$ cat src/sv/gnmc_pkg.sv
// gnmc_pkg: shared types, constants and the neighbor offset table
// for the grid neighbor mark counter; no dependencies
package gnmc_pkg;

  localparam int MAX_DIM_DEF = 32;
  localparam int IDX_W       = 10;
  localparam int DIM_REG_W   = 6;
  localparam int CNT_W       = 4;
  localparam int CFG_IDX_W   = 2;
  localparam int CMDQ_DEPTH  = 4;
  localparam int CMDQ_PTR_W  = $clog2(CMDQ_DEPTH);
  localparam int CMDQ_CNT_W  = $clog2(CMDQ_DEPTH + 1);
  localparam int NB_NUM      = 8;
  localparam int NB_K_W      = $clog2(NB_NUM);

  localparam logic [CFG_IDX_W-1:0] CFG_GRID_ROWS = 2'd0;
  localparam logic [CFG_IDX_W-1:0] CFG_GRID_COLS = 2'd1;

  localparam logic OP_WRITE = 1'b0;
  localparam logic OP_QUERY = 1'b1;

  localparam logic [DIM_REG_W-1:0] GRID_ROWS_RST = 6'd10;
  localparam logic [DIM_REG_W-1:0] GRID_COLS_RST = 6'd10;

  typedef struct packed {
    logic             op;
    logic [IDX_W-1:0] cell_index;
    logic             mark_value;
  } in_item_t;

  typedef struct packed {
    logic [CNT_W-1:0] neighbor_cells;
    logic [CNT_W-1:0] neighbor_marks;
    logic             index_error;
  } out_item_t;

  // classified command between front and back
  typedef struct packed {
    logic             is_query;
    logic             in_map;
    logic [IDX_W-1:0] cell_index;
    logic             mark_value;
  } cmd_t;

  // row and column offsets of neighbor k, each biased by one (0..2)
  function automatic logic [3:0] nb_offs(input logic [NB_K_W-1:0] k);
    logic [3:0] o;
    unique case (k)
      3'd0:    o = {2'd0, 2'd0};
      3'd1:    o = {2'd0, 2'd1};
      3'd2:    o = {2'd0, 2'd2};
      3'd3:    o = {2'd1, 2'd0};
      3'd4:    o = {2'd1, 2'd2};
      3'd5:    o = {2'd2, 2'd0};
      3'd6:    o = {2'd2, 2'd1};
      3'd7:    o = {2'd2, 2'd2};
      default: o = {2'd1, 2'd1};
    endcase
    return o;
  endfunction

endpackage

$ cat src/sv/gnmc_front.sv
// gnmc_front: accepts input beats, classifies them and queues commands
// depends on gnmc_pkg
module gnmc_front import gnmc_pkg::*; #(
  parameter int MAX_DIM = MAX_DIM_DEF
) (
  input  logic     clk,
  input  logic     rst_n,
  input  logic     push,
  output logic     full,
  input  in_item_t in_data,
  input  logic     hold_off,
  input  logic     cmd_pop,
  output logic     cmd_empty,
  output cmd_t     cmd
);

  localparam int MAP_DEPTH = MAX_DIM * MAX_DIM;

  cmd_t                  q_r [CMDQ_DEPTH];
  logic [CMDQ_PTR_W-1:0] wr_ptr_r, wr_ptr_nxt;
  logic [CMDQ_PTR_W-1:0] rd_ptr_r, rd_ptr_nxt;
  logic [CMDQ_CNT_W-1:0] cnt_r, cnt_nxt;
  logic                  do_push, do_pop;
  cmd_t                  new_cmd;

  assign full      = (cnt_r == CMDQ_CNT_W'(CMDQ_DEPTH)) || hold_off;
  assign cmd_empty = (cnt_r == '0);
  assign cmd       = q_r[rd_ptr_r];
  assign do_push   = push && !full;
  assign do_pop    = cmd_pop && !cmd_empty;

  always_comb begin
    new_cmd.is_query   = (in_data.op == OP_QUERY);
    new_cmd.in_map     = (32'(in_data.cell_index) < MAP_DEPTH);
    new_cmd.cell_index = in_data.cell_index;
    new_cmd.mark_value = in_data.mark_value;
  end

  always_comb begin
    wr_ptr_nxt = do_push ? wr_ptr_r + 1'b1 : wr_ptr_r;
    rd_ptr_nxt = do_pop ? rd_ptr_r + 1'b1 : rd_ptr_r;
    cnt_nxt    = cnt_r;
    if (do_push && !do_pop) begin
      cnt_nxt = cnt_r + 1'b1;
    end else if (do_pop && !do_push) begin
      cnt_nxt = cnt_r - 1'b1;
    end
  end

  always_ff @(posedge clk) begin
    if (!rst_n) begin
      wr_ptr_r <= '0;
      rd_ptr_r <= '0;
      cnt_r    <= '0;
    end else begin
      wr_ptr_r <= wr_ptr_nxt;
      rd_ptr_r <= rd_ptr_nxt;
      cnt_r    <= cnt_nxt;
    end
  end

  always_ff @(posedge clk) begin
    if (do_push) begin
      q_r[wr_ptr_r] <= new_cmd;
    end
  end

endmodule

$ cat src/sv/gnmc_div.sv
// gnmc_div: restoring divider, one quotient bit per cycle
// depends on gnmc_pkg
module gnmc_div import gnmc_pkg::*; #(
  parameter int DW = 6
) (
  input  logic             clk,
  input  logic             rst_n,
  input  logic             start,
  input  logic [IDX_W-1:0] dividend,
  input  logic [DW-1:0]    divisor,
  output logic             done,
  output logic [IDX_W-1:0] quotient,
  output logic [DW-1:0]    remainder
);

  localparam int STEP_W = $clog2(IDX_W + 1);

  logic [STEP_W-1:0] step_r, step_nxt;
  logic              busy_r, busy_nxt;
  logic              done_r, done_nxt;
  logic [IDX_W-1:0]  quo_r, quo_nxt;
  logic [DW-1:0]     rem_r, rem_nxt;
  logic [DW-1:0]     dvs_r, dvs_nxt;
  logic [DW:0]       rem_sh;
  logic [DW:0]       rem_sub;
  logic              fits;

  assign rem_sh  = {rem_r, quo_r[IDX_W-1]};
  assign fits    = (rem_sh >= {1'b0, dvs_r});
  assign rem_sub = rem_sh - {1'b0, dvs_r};

  always_comb begin
    step_nxt = step_r;
    busy_nxt = busy_r;
    done_nxt = 1'b0;
    quo_nxt  = quo_r;
    rem_nxt  = rem_r;
    dvs_nxt  = dvs_r;
    if (start) begin
      step_nxt = STEP_W'(IDX_W);
      busy_nxt = 1'b1;
      quo_nxt  = dividend;
      rem_nxt  = '0;
      dvs_nxt  = divisor;
    end else if (busy_r) begin
      quo_nxt  = {quo_r[IDX_W-2:0], fits};
      rem_nxt  = fits ? rem_sub[DW-1:0] : rem_sh[DW-1:0];
      step_nxt = step_r - 1'b1;
      if (step_r == STEP_W'(1)) begin
        busy_nxt = 1'b0;
        done_nxt = 1'b1;
      end
    end
  end

  always_ff @(posedge clk) begin
    if (!rst_n) begin
      step_r <= '0;
      busy_r <= 1'b0;
      done_r <= 1'b0;
    end else begin
      step_r <= step_nxt;
      busy_r <= busy_nxt;
      done_r <= done_nxt;
    end
  end

  always_ff @(posedge clk) begin
    quo_r <= quo_nxt;
    rem_r <= rem_nxt;
    dvs_r <= dvs_nxt;
  end

  assign done      = done_r;
  assign quotient  = quo_r;
  assign remainder = rem_r;

endmodule

$ cat src/sv/gnmc_back.sv
// gnmc_back: mark map memory, clearing pass, query sequencer and result register
// depends on gnmc_pkg and gnmc_div
module gnmc_back import gnmc_pkg::*; #(
  parameter int MAX_DIM = MAX_DIM_DEF
) (
  input  logic                 clk,
  input  logic                 rst_n,
  input  logic [DIM_REG_W-1:0] grid_rows,
  input  logic [DIM_REG_W-1:0] grid_cols,
  input  logic                 cmd_empty,
  input  cmd_t                 cmd,
  output logic                 cmd_pop,
  output logic                 clearing,
  input  logic                 pop,
  output logic                 empty,
  output out_item_t            out_data
);

  localparam int DW        = $clog2(MAX_DIM + 1);
  localparam int MAP_DEPTH = MAX_DIM * MAX_DIM;
  localparam int AW        = $clog2(MAP_DEPTH);
  localparam int SW        = 2 * DW + 1;

  localparam logic [2:0] ST_CLEAR = 3'd0;
  localparam logic [2:0] ST_IDLE  = 3'd1;
  localparam logic [2:0] ST_CHECK = 3'd2;
  localparam logic [2:0] ST_DIV   = 3'd3;
  localparam logic [2:0] ST_WALK  = 3'd4;
  localparam logic [2:0] ST_DRAIN = 3'd5;
  localparam logic [2:0] ST_RES   = 3'd6;

  function automatic logic [DW-1:0] dim_clamp(input logic [DIM_REG_W-1:0] v);
    logic [DW-1:0] d;
    if (v == '0) begin
      d = DW'(1);
    end else if (32'(v) > MAX_DIM) begin
      d = DW'(MAX_DIM);
    end else begin
      d = DW'(v);
    end
    return d;
  endfunction

  logic [2:0]       state_r, state_nxt;
  logic [AW-1:0]    clr_addr_r, clr_addr_nxt;
  logic [IDX_W-1:0] idx_r, idx_nxt;
  logic [DW-1:0]    rows_r, rows_nxt;
  logic [DW-1:0]    cols_r, cols_nxt;
  logic [DW-1:0]    row_r, row_nxt;
  logic [DW-1:0]    col_r, col_nxt;
  logic [NB_K_W-1:0] k_r, k_nxt;
  logic [CNT_W-1:0] cells_r, cells_nxt;
  logic [CNT_W-1:0] marks_r, marks_nxt;
  logic             err_r, err_nxt;
  logic             rd_vld_r;
  logic             out_vld_r, out_vld_nxt;
  out_item_t        out_r, out_nxt;

  logic             mark_mem [MAP_DEPTH];
  logic             mem_we, mem_wd, mem_re, mem_rd_r;
  logic [AW-1:0]    mem_wa, mem_ra;

  logic             div_start, div_done;
  logic [IDX_W-1:0] div_quo;
  logic [DW-1:0]    div_rem;

  logic [3:0]       offs;
  logic [DW:0]      r_p, c_p;
  logic [DW-1:0]    nb_r, nb_c;
  logic             nb_in;
  logic [2*DW-1:0]  nb_prod;
  logic [SW-1:0]    nb_sum;
  logic [2*DW-1:0]  area;
  logic             out_free;

  gnmc_div #(.DW(DW)) u_div (
    .clk       (clk),
    .rst_n     (rst_n),
    .start     (div_start),
    .dividend  (idx_r),
    .divisor   (cols_r),
    .done      (div_done),
    .quotient  (div_quo),
    .remainder (div_rem)
  );

  // neighbor position, biased by one so an off-grid step shows as 0 or above the edge
  assign offs    = nb_offs(k_r);
  assign r_p     = {1'b0, row_r} + (DW+1)'(offs[3:2]);
  assign c_p     = {1'b0, col_r} + (DW+1)'(offs[1:0]);
  assign nb_in   = (r_p != '0) && (r_p <= {1'b0, rows_r}) &&
                   (c_p != '0) && (c_p <= {1'b0, cols_r});
  assign nb_r    = DW'(r_p - 1'b1);
  assign nb_c    = DW'(c_p - 1'b1);
  assign nb_prod = cols_r * nb_r;
  assign nb_sum  = SW'(nb_prod) + SW'(nb_c);
  assign area    = rows_r * cols_r;

  assign out_free = !out_vld_r || pop;
  assign clearing = (state_r == ST_CLEAR);

  always_comb begin
    state_nxt    = state_r;
    clr_addr_nxt = clr_addr_r;
    idx_nxt      = idx_r;
    rows_nxt     = rows_r;
    cols_nxt     = cols_r;
    row_nxt      = row_r;
    col_nxt      = col_r;
    k_nxt        = k_r;
    cells_nxt    = cells_r;
    marks_nxt    = marks_r;
    err_nxt      = err_r;
    out_vld_nxt  = out_vld_r && !pop;
    out_nxt      = out_r;
    cmd_pop      = 1'b0;
    div_start    = 1'b0;
    mem_we       = 1'b0;
    mem_wa       = clr_addr_r;
    mem_wd       = 1'b0;
    mem_re       = 1'b0;
    mem_ra       = nb_sum[AW-1:0];

    if (rd_vld_r && mem_rd_r) begin
      marks_nxt = marks_r + 1'b1;
    end

    unique case (state_r)
      ST_CLEAR: begin
        mem_we       = 1'b1;
        clr_addr_nxt = clr_addr_r + 1'b1;
        if (clr_addr_r == AW'(MAP_DEPTH - 1)) begin
          state_nxt = ST_IDLE;
        end
      end
      ST_IDLE: begin
        if (!cmd_empty) begin
          cmd_pop = 1'b1;
          if (cmd.is_query) begin
            idx_nxt   = cmd.cell_index;
            rows_nxt  = dim_clamp(grid_rows);
            cols_nxt  = dim_clamp(grid_cols);
            cells_nxt = '0;
            marks_nxt = '0;
            k_nxt     = '0;
            state_nxt = ST_CHECK;
          end else begin
            // writes past the map are dropped
            mem_we = cmd.in_map;
            mem_wa = AW'(cmd.cell_index);
            mem_wd = cmd.mark_value;
          end
        end
      end
      ST_CHECK: begin
        err_nxt = (32'(idx_r) >= 32'(area));
        if (32'(idx_r) >= 32'(area)) begin
          state_nxt = ST_RES;
        end else begin
          div_start = 1'b1;
          state_nxt = ST_DIV;
        end
      end
      ST_DIV: begin
        if (div_done) begin
          row_nxt   = div_quo[DW-1:0];
          col_nxt   = div_rem;
          state_nxt = ST_WALK;
        end
      end
      ST_WALK: begin
        mem_re = nb_in;
        if (nb_in) begin
          cells_nxt = cells_r + 1'b1;
        end
        k_nxt = k_r + 1'b1;
        if (k_r == NB_K_W'(NB_NUM - 1)) begin
          state_nxt = ST_DRAIN;
        end
      end
      ST_DRAIN: begin
        state_nxt = ST_RES;
      end
      ST_RES: begin
        if (out_free) begin
          out_vld_nxt            = 1'b1;
          out_nxt.neighbor_cells = err_r ? '0 : cells_r;
          out_nxt.neighbor_marks = err_r ? '0 : marks_r;
          out_nxt.index_error    = err_r;
          state_nxt              = ST_IDLE;
        end
      end
      default: begin
        state_nxt = ST_IDLE;
      end
    endcase
  end

  always_ff @(posedge clk) begin
    if (!rst_n) begin
      state_r    <= ST_CLEAR;
      clr_addr_r <= '0;
      out_vld_r  <= 1'b0;
      rd_vld_r   <= 1'b0;
    end else begin
      state_r    <= state_nxt;
      clr_addr_r <= clr_addr_nxt;
      out_vld_r  <= out_vld_nxt;
      rd_vld_r   <= mem_re;
    end
  end

  always_ff @(posedge clk) begin
    idx_r   <= idx_nxt;
    rows_r  <= rows_nxt;
    cols_r  <= cols_nxt;
    row_r   <= row_nxt;
    col_r   <= col_nxt;
    k_r     <= k_nxt;
    cells_r <= cells_nxt;
    marks_r <= marks_nxt;
    err_r   <= err_nxt;
    out_r   <= out_nxt;
  end

  always_ff @(posedge clk) begin
    if (mem_we) begin
      mark_mem[mem_wa] <= mem_wd;
    end
    if (mem_re) begin
      mem_rd_r <= mark_mem[mem_ra];
    end
  end

  assign empty    = !out_vld_r;
  assign out_data = out_r;

endmodule

$ cat src/sv/grid_neighbor_mark_count.sv
// channel   dir   handshake             payload
// input     in    push / full           in_data  (op, cell_index, mark_value)
// result    out   pop / empty           out_data (neighbor_cells, neighbor_marks, index_error)
// config    in    cfg_valid / cfg_ready cfg_index, cfg_wdata
//
// a write beat is done as the back end pops it; a query's time is set by the
// 10-step divider that splits the index and the single read port that walks the
// eight neighbors one a cycle, and a query whose index is off the grid skips both
// after reset the mark map is swept to zero over all MAX_DIM*MAX_DIM entries (1024
// by default), with full held high; config writes are taken throughout
// a four-entry command queue decouples intake from the back end, and the result
// register lets the next query run while a result waits for pop
// top level of the grid neighbor mark counter; depends on gnmc_pkg,
// gnmc_front and gnmc_back
module grid_neighbor_mark_count import gnmc_pkg::*; #(
  parameter int MAX_DIM = MAX_DIM_DEF
) (
  input  logic                 clk,
  input  logic                 rst_n,
  input  logic                 push,
  output logic                 full,
  input  in_item_t             in_data,
  output logic                 empty,
  input  logic                 pop,
  output out_item_t            out_data,
  input  logic                 cfg_valid,
  output logic                 cfg_ready,
  input  logic [CFG_IDX_W-1:0] cfg_index,
  input  logic [DIM_REG_W-1:0] cfg_wdata
);

  logic [DIM_REG_W-1:0] grid_rows_r, grid_rows_nxt;
  logic [DIM_REG_W-1:0] grid_cols_r, grid_cols_nxt;
  logic                 cmd_pop, cmd_empty, clearing;
  cmd_t                 cmd;

  // config registers keep the raw bits; clamping happens at query time
  assign cfg_ready = 1'b1;

  always_comb begin
    grid_rows_nxt = grid_rows_r;
    grid_cols_nxt = grid_cols_r;
    if (cfg_valid) begin
      if (cfg_index == CFG_GRID_ROWS) begin
        grid_rows_nxt = cfg_wdata;
      end else if (cfg_index == CFG_GRID_COLS) begin
        grid_cols_nxt = cfg_wdata;
      end
    end
  end

  always_ff @(posedge clk) begin
    if (!rst_n) begin
      grid_rows_r <= GRID_ROWS_RST;
      grid_cols_r <= GRID_COLS_RST;
    end else begin
      grid_rows_r <= grid_rows_nxt;
      grid_cols_r <= grid_cols_nxt;
    end
  end

  // front: intake, classification, command queue
  gnmc_front #(.MAX_DIM(MAX_DIM)) u_front (
    .clk       (clk),
    .rst_n     (rst_n),
    .push      (push),
    .full      (full),
    .in_data   (in_data),
    .hold_off  (clearing),
    .cmd_pop   (cmd_pop),
    .cmd_empty (cmd_empty),
    .cmd       (cmd)
  );

  // back: map, divider, neighbor walk, result register
  gnmc_back #(.MAX_DIM(MAX_DIM)) u_back (
    .clk       (clk),
    .rst_n     (rst_n),
    .grid_rows (grid_rows_r),
    .grid_cols (grid_cols_r),
    .cmd_empty (cmd_empty),
    .cmd       (cmd),
    .cmd_pop   (cmd_pop),
    .clearing  (clearing),
    .pop       (pop),
    .empty     (empty),
    .out_data  (out_data)
  );

endmodule

$ cat config.mk
export PLATFORM = sky130hd
export DESIGN_NAME = grid_neighbor_mark_count
export DESIGN_NICKNAME = d
export VERILOG_FILES = /design/src/sv/gnmc_pkg.sv /design/src/sv/gnmc_front.sv /design/src/sv/gnmc_div.sv /design/src/sv/gnmc_back.sv /design/src/sv/grid_neighbor_mark_count.sv
export SDC_FILE = /design/constraint.sdc
export NUM_CORES = 2
export LEC_CHECK = 0
export BUFFER_PORTS_ARGS = -buffer_cell sky130_fd_sc_hd__buf_2
export CORE_MARGIN = 4
export CORE_UTILIZATION = 60
export CTS_CLUSTER_SIZE = 10
export DETAILED_ROUTE_END_ITERATION = 6
export PLACE_DENSITY = 0.76
export SYNTH_ARGS = -nofsm -noshare
export SYNTH_HDL_FRONTEND = slang
export SYNTH_SLANG_ARGS = --single-unit
$ cat constraint.sdc
create_clock -name clk -period 23.8 [get_ports clk]
set_input_delay 4.76 -clock clk [delete_from_list [all_inputs] [get_ports clk]]
set_output_delay 4.76 -clock clk [all_outputs]
set_load 0.005 [all_outputs]
==> results.yml <==
floorplan:
  ios: 37
  initial_core_util_pct: 60.7
  rows: 110
  chipWidth_um: 310
  fp.dieH_um: 310
  dieArea_mm2: 0.0963
  coreArea_mm2: 0.0903
drt:
  antenna_left: 0
  routed_wl_um: 138000
  vias_per_cell: 6.55
  vias: 33420
  drt_iter0_drc: 5324
  drtPass1Iterations: 6
  drc_errors: 0
  wl_per_cell_um: 27.1
synth:
  synth_edf_count: 1140
  syn_inst: 3955
  synth_area_per_cell_um2: 13.9
  ys_types: 79
  synth-seq-area-share_pct: 64.5
  synth_area_mm2: 0.0548
  synth_top_area_cell: "edfxtp_1"
  ys_seq_elements: 1196
  synth_fp_nets: 4115
  async_reset_ff_share_pct: 0
  synth_top_area_share_pct: 62.4
  ys_warn_count: 0
  synth-main-ff-cell: "edfxtp_1"
  synthTopCellsByArea: "edfxtp_1 (62%), mux4_2 (12%), nor2_1 (7.7%)"
sta:
  report.final.hold_viol_count: 0
  finalCritPeriodShare_pct: 33.1
  setup_viol: 0
  slew_viol_final: 0
  period_needed_ns: 7.89
  max-slew-margin-rel_pct: 10.2
  rsz0062_at_grt: "no"
  fin_setup_tns_ns: 0
  max_freq_mhz: 127
  setup_ws_ns: 15.92
  timing.hold.ws_ns: 0.465
  worst_slew_pin_slew_ns: 1.35
  finClkSkew_ns: 0.0263
placed_design:
  place_ws_ns: 16.05
  dp_hpwl_um: 76100
  place_congestion: 0.851
  io_buffer_count: 35
  place_area_mm2: 0.0558
critical_path:
  required_ns: 24.29
  startpoint: "u_back.row_r[0]$_DFFE_PP_"
  worstSetupPathType: "reg2reg"
  endpoint: "u_back.mem_rd_r$_DFFE_PP_"
  r2r_cells: 27
  reg2reg_from: "u_back.row_r[0]$_DFFE_PP_"
  reg2reg_slack_ns: 15.92
  cp-start-kind: "flip-flop"
  crit_arrival_ns: 8.38
  reg2reg_to: "u_back.mem_rd_r$_DFFE_PP_"
  crit_path_max_fanout: 11
  cp-end-kind: "flip-flop"
grt:
  grt_max_degree: 318
  grt_pass1_vias: 33042
  antenna_found_initial: 2
  grtUsageTotal_pct: 29.4
  gr-total-overflow: 0
  grt_first_pass_wirelength_um: 208000
clock_tree:
  post-cts-setup-buffers: 0
  cts_root_buffer: "clkbuf_16"
  ctsResizeCount: 0
  cts_hold_buf: 0
  htreeDepth: 4
  clock_latency_ns: 0.75
  cts_made_buffers: 139
  clk_pin_slew_worst_paths_ns: 0.05
  cts.path.max_buffers: 3
  cts_tree: "done"
  cts_sinks: 1196
finish:
  fin_nets: 4042
  drive_gt1_share_pct: 16.3
  syn2layout_area_growth_pct: 8.92
  stdcell_area_mm2: 0.0597
min_path:
  worstHoldPathCells: 0
  hold_class: "reg2reg"
status:
  status: "finished, final reports clean"
flow_run:
  drv_cap: 0
==> layer usage <==
layer / global-route usage (%) / part of all wire (%)
met5: 0 / 0
met2: 45.9 / 47
met3: 6.72 / 12
met1: 41.5 / 37
met4: 10.9 / 4.0
==> worst min path at each step <==
stage	startpoint	end
floorplan	u_back.u_div.quotient[0]$_DFFE_PP_	u_back.row_r[0]$_DFFE_PP_
global placement	u_back.u_div.quotient[1]$_DFFE_PP_	u_back.row_r[1]$_DFFE_PP_
detailed placement	u_back.u_div.quotient[3]$_DFFE_PP_	u_back.row_r[3]$_DFFE_PP_
CTS	u_back.u_div.quotient[1]$_DFFE_PP_	u_back.row_r[1]$_DFFE_PP_
global route	u_back.u_div.quotient[1]$_DFFE_PP_	u_back.row_r[1]$_DFFE_PP_
finish	u_back.u_div.quotient[3]$_DFFE_PP_	u_back.row_r[3]$_DFFE_PP_
==> state kept, by name, indices dropped and copies added, names as in the netlist, 6 cells and up, named ones only <==
| name | cells |
|---|---|
| u_back.mark_mem | 1024 |
| u_front.q_r | 48 |
| u_back.clr_addr_r | 10 |
| u_back.idx_r | 10 |
| u_back.u_div.quotient | 10 |
| u_back.out_data | 9 |
| grid_cols_r | 6 |
| grid_rows_r | 6 |
| u_back.col_r | 6 |
| u_back.cols_r | 6 |
| u_back.row_r | 6 |
| u_back.rows_r | 6 |
| u_back.u_div.dvs_r | 6 |
| u_back.u_div.remainder | 6 |
==> final cells by class <==
cell class              instances  area (um^2)
diodes                          2         5.00
clock buffers                 161         3560
clock inverters                19          320
fillers                      6230        30600
inverters                     107          402
multi-input cells            2335        17900
flip-flops and latches       1196        35400
well taps                    1176         1470
repair buffers                103          701
==> Yosys cell counts, types with 5 or more instances <==
cell type  count
a211oi_1       7
a21o_1        15
a21oi_1       46
a22oi_1       10
a311oi_1       8
a31oi_1       10
a32oi_1        7
a41oi_1        5
and2_1        35
and3_1        24
buf_1         33
buf_2        112
buf_4         26
clkbuf_1     144
dfxtp_1       56
edfxtp_1    1140
fa_1          40
ha_1          95
inv_1        105
mux2_2        14
mux2i_1       52
mux4_2       289
nand2_1      225
nand2b_1      11
nand3_1       59
nand4_1       23
nor2_1      1132
nor2b_1       27
nor3_1        21
nor4_1         6
o21a_1        10
o21ai_0       27
or2_2          7
or3_1          8
xnor2_1       25
xor2_1        25
==> worst max-delay path, cell delays in order (launching register included) <==
cell	delay (ns)
edfxtp_1	0.33
ha_1	0.16
inv_1	0.06
fa_1	0.46
nand3b_1	0.19
xnor2_1	0.19
nor4_1	0.40
nand3_1	0.16
xnor2_1	0.21
and2_1	0.21
fa_1	0.53
inv_1	0.05
fa_1	0.52
inv_1	0.05
fa_1	0.52
inv_1	0.05
fa_1	0.52
inv_1	0.04
ha_1	0.34
inv_1	0.10
a211oi_1	0.31
o31a_1	0.20
and2_1	0.61
nor2_1	0.27
a32o_1	0.28
or4_1	0.58
o21ai_1	0.16
o32ai_1	0.09
==> cell usage in the layout, fill, tap and decap left out, drive strengths merged, types with 36 or more instances in the layout <==
cell       n
mux4     289
nand2    225
a21oi     46
ha        95
fa        40
and2      36
mux2i     57
edfxtp  1140
nor2    1137
inv      111
buf      102
clkbuf   161
nand3     62
dfxtp     56
==> metrics by stage <==
stage          cells  utilization (%)
3_3_place_gp    4916             61.8
2_1_floorplan   3955                -
4_1_cts         5097             66.1
3_5_place_dp    4917             61.8
6_report        5099             66.1
5_1_grt         5097             66.1
==> kinds of logic (layout without fill, tap and decap cells) <==
| family | count (synthesis) | in the layout | synth area share [%] |
|---|---|---|---|
| xor+xnor | 51 | 51 | 0.840 |
| other cells | 1 | 3 | 0.00684 |
| flops | 1196 | 1196 | 64.5 |
| fa+ha+maj | 135 | 135 | 3.63 |
| buf+inv | 424 | 390 | 3.36 |
| mux | 360 | 360 | 13.3 |
| compound gates | 181 | 181 | 2.27 |
| simple gates | 1607 | 1607 | 12.1 |
Power is not shown: default switching activity piles up to over one toggle a cycle in this logic, so the estimate is an artifact.
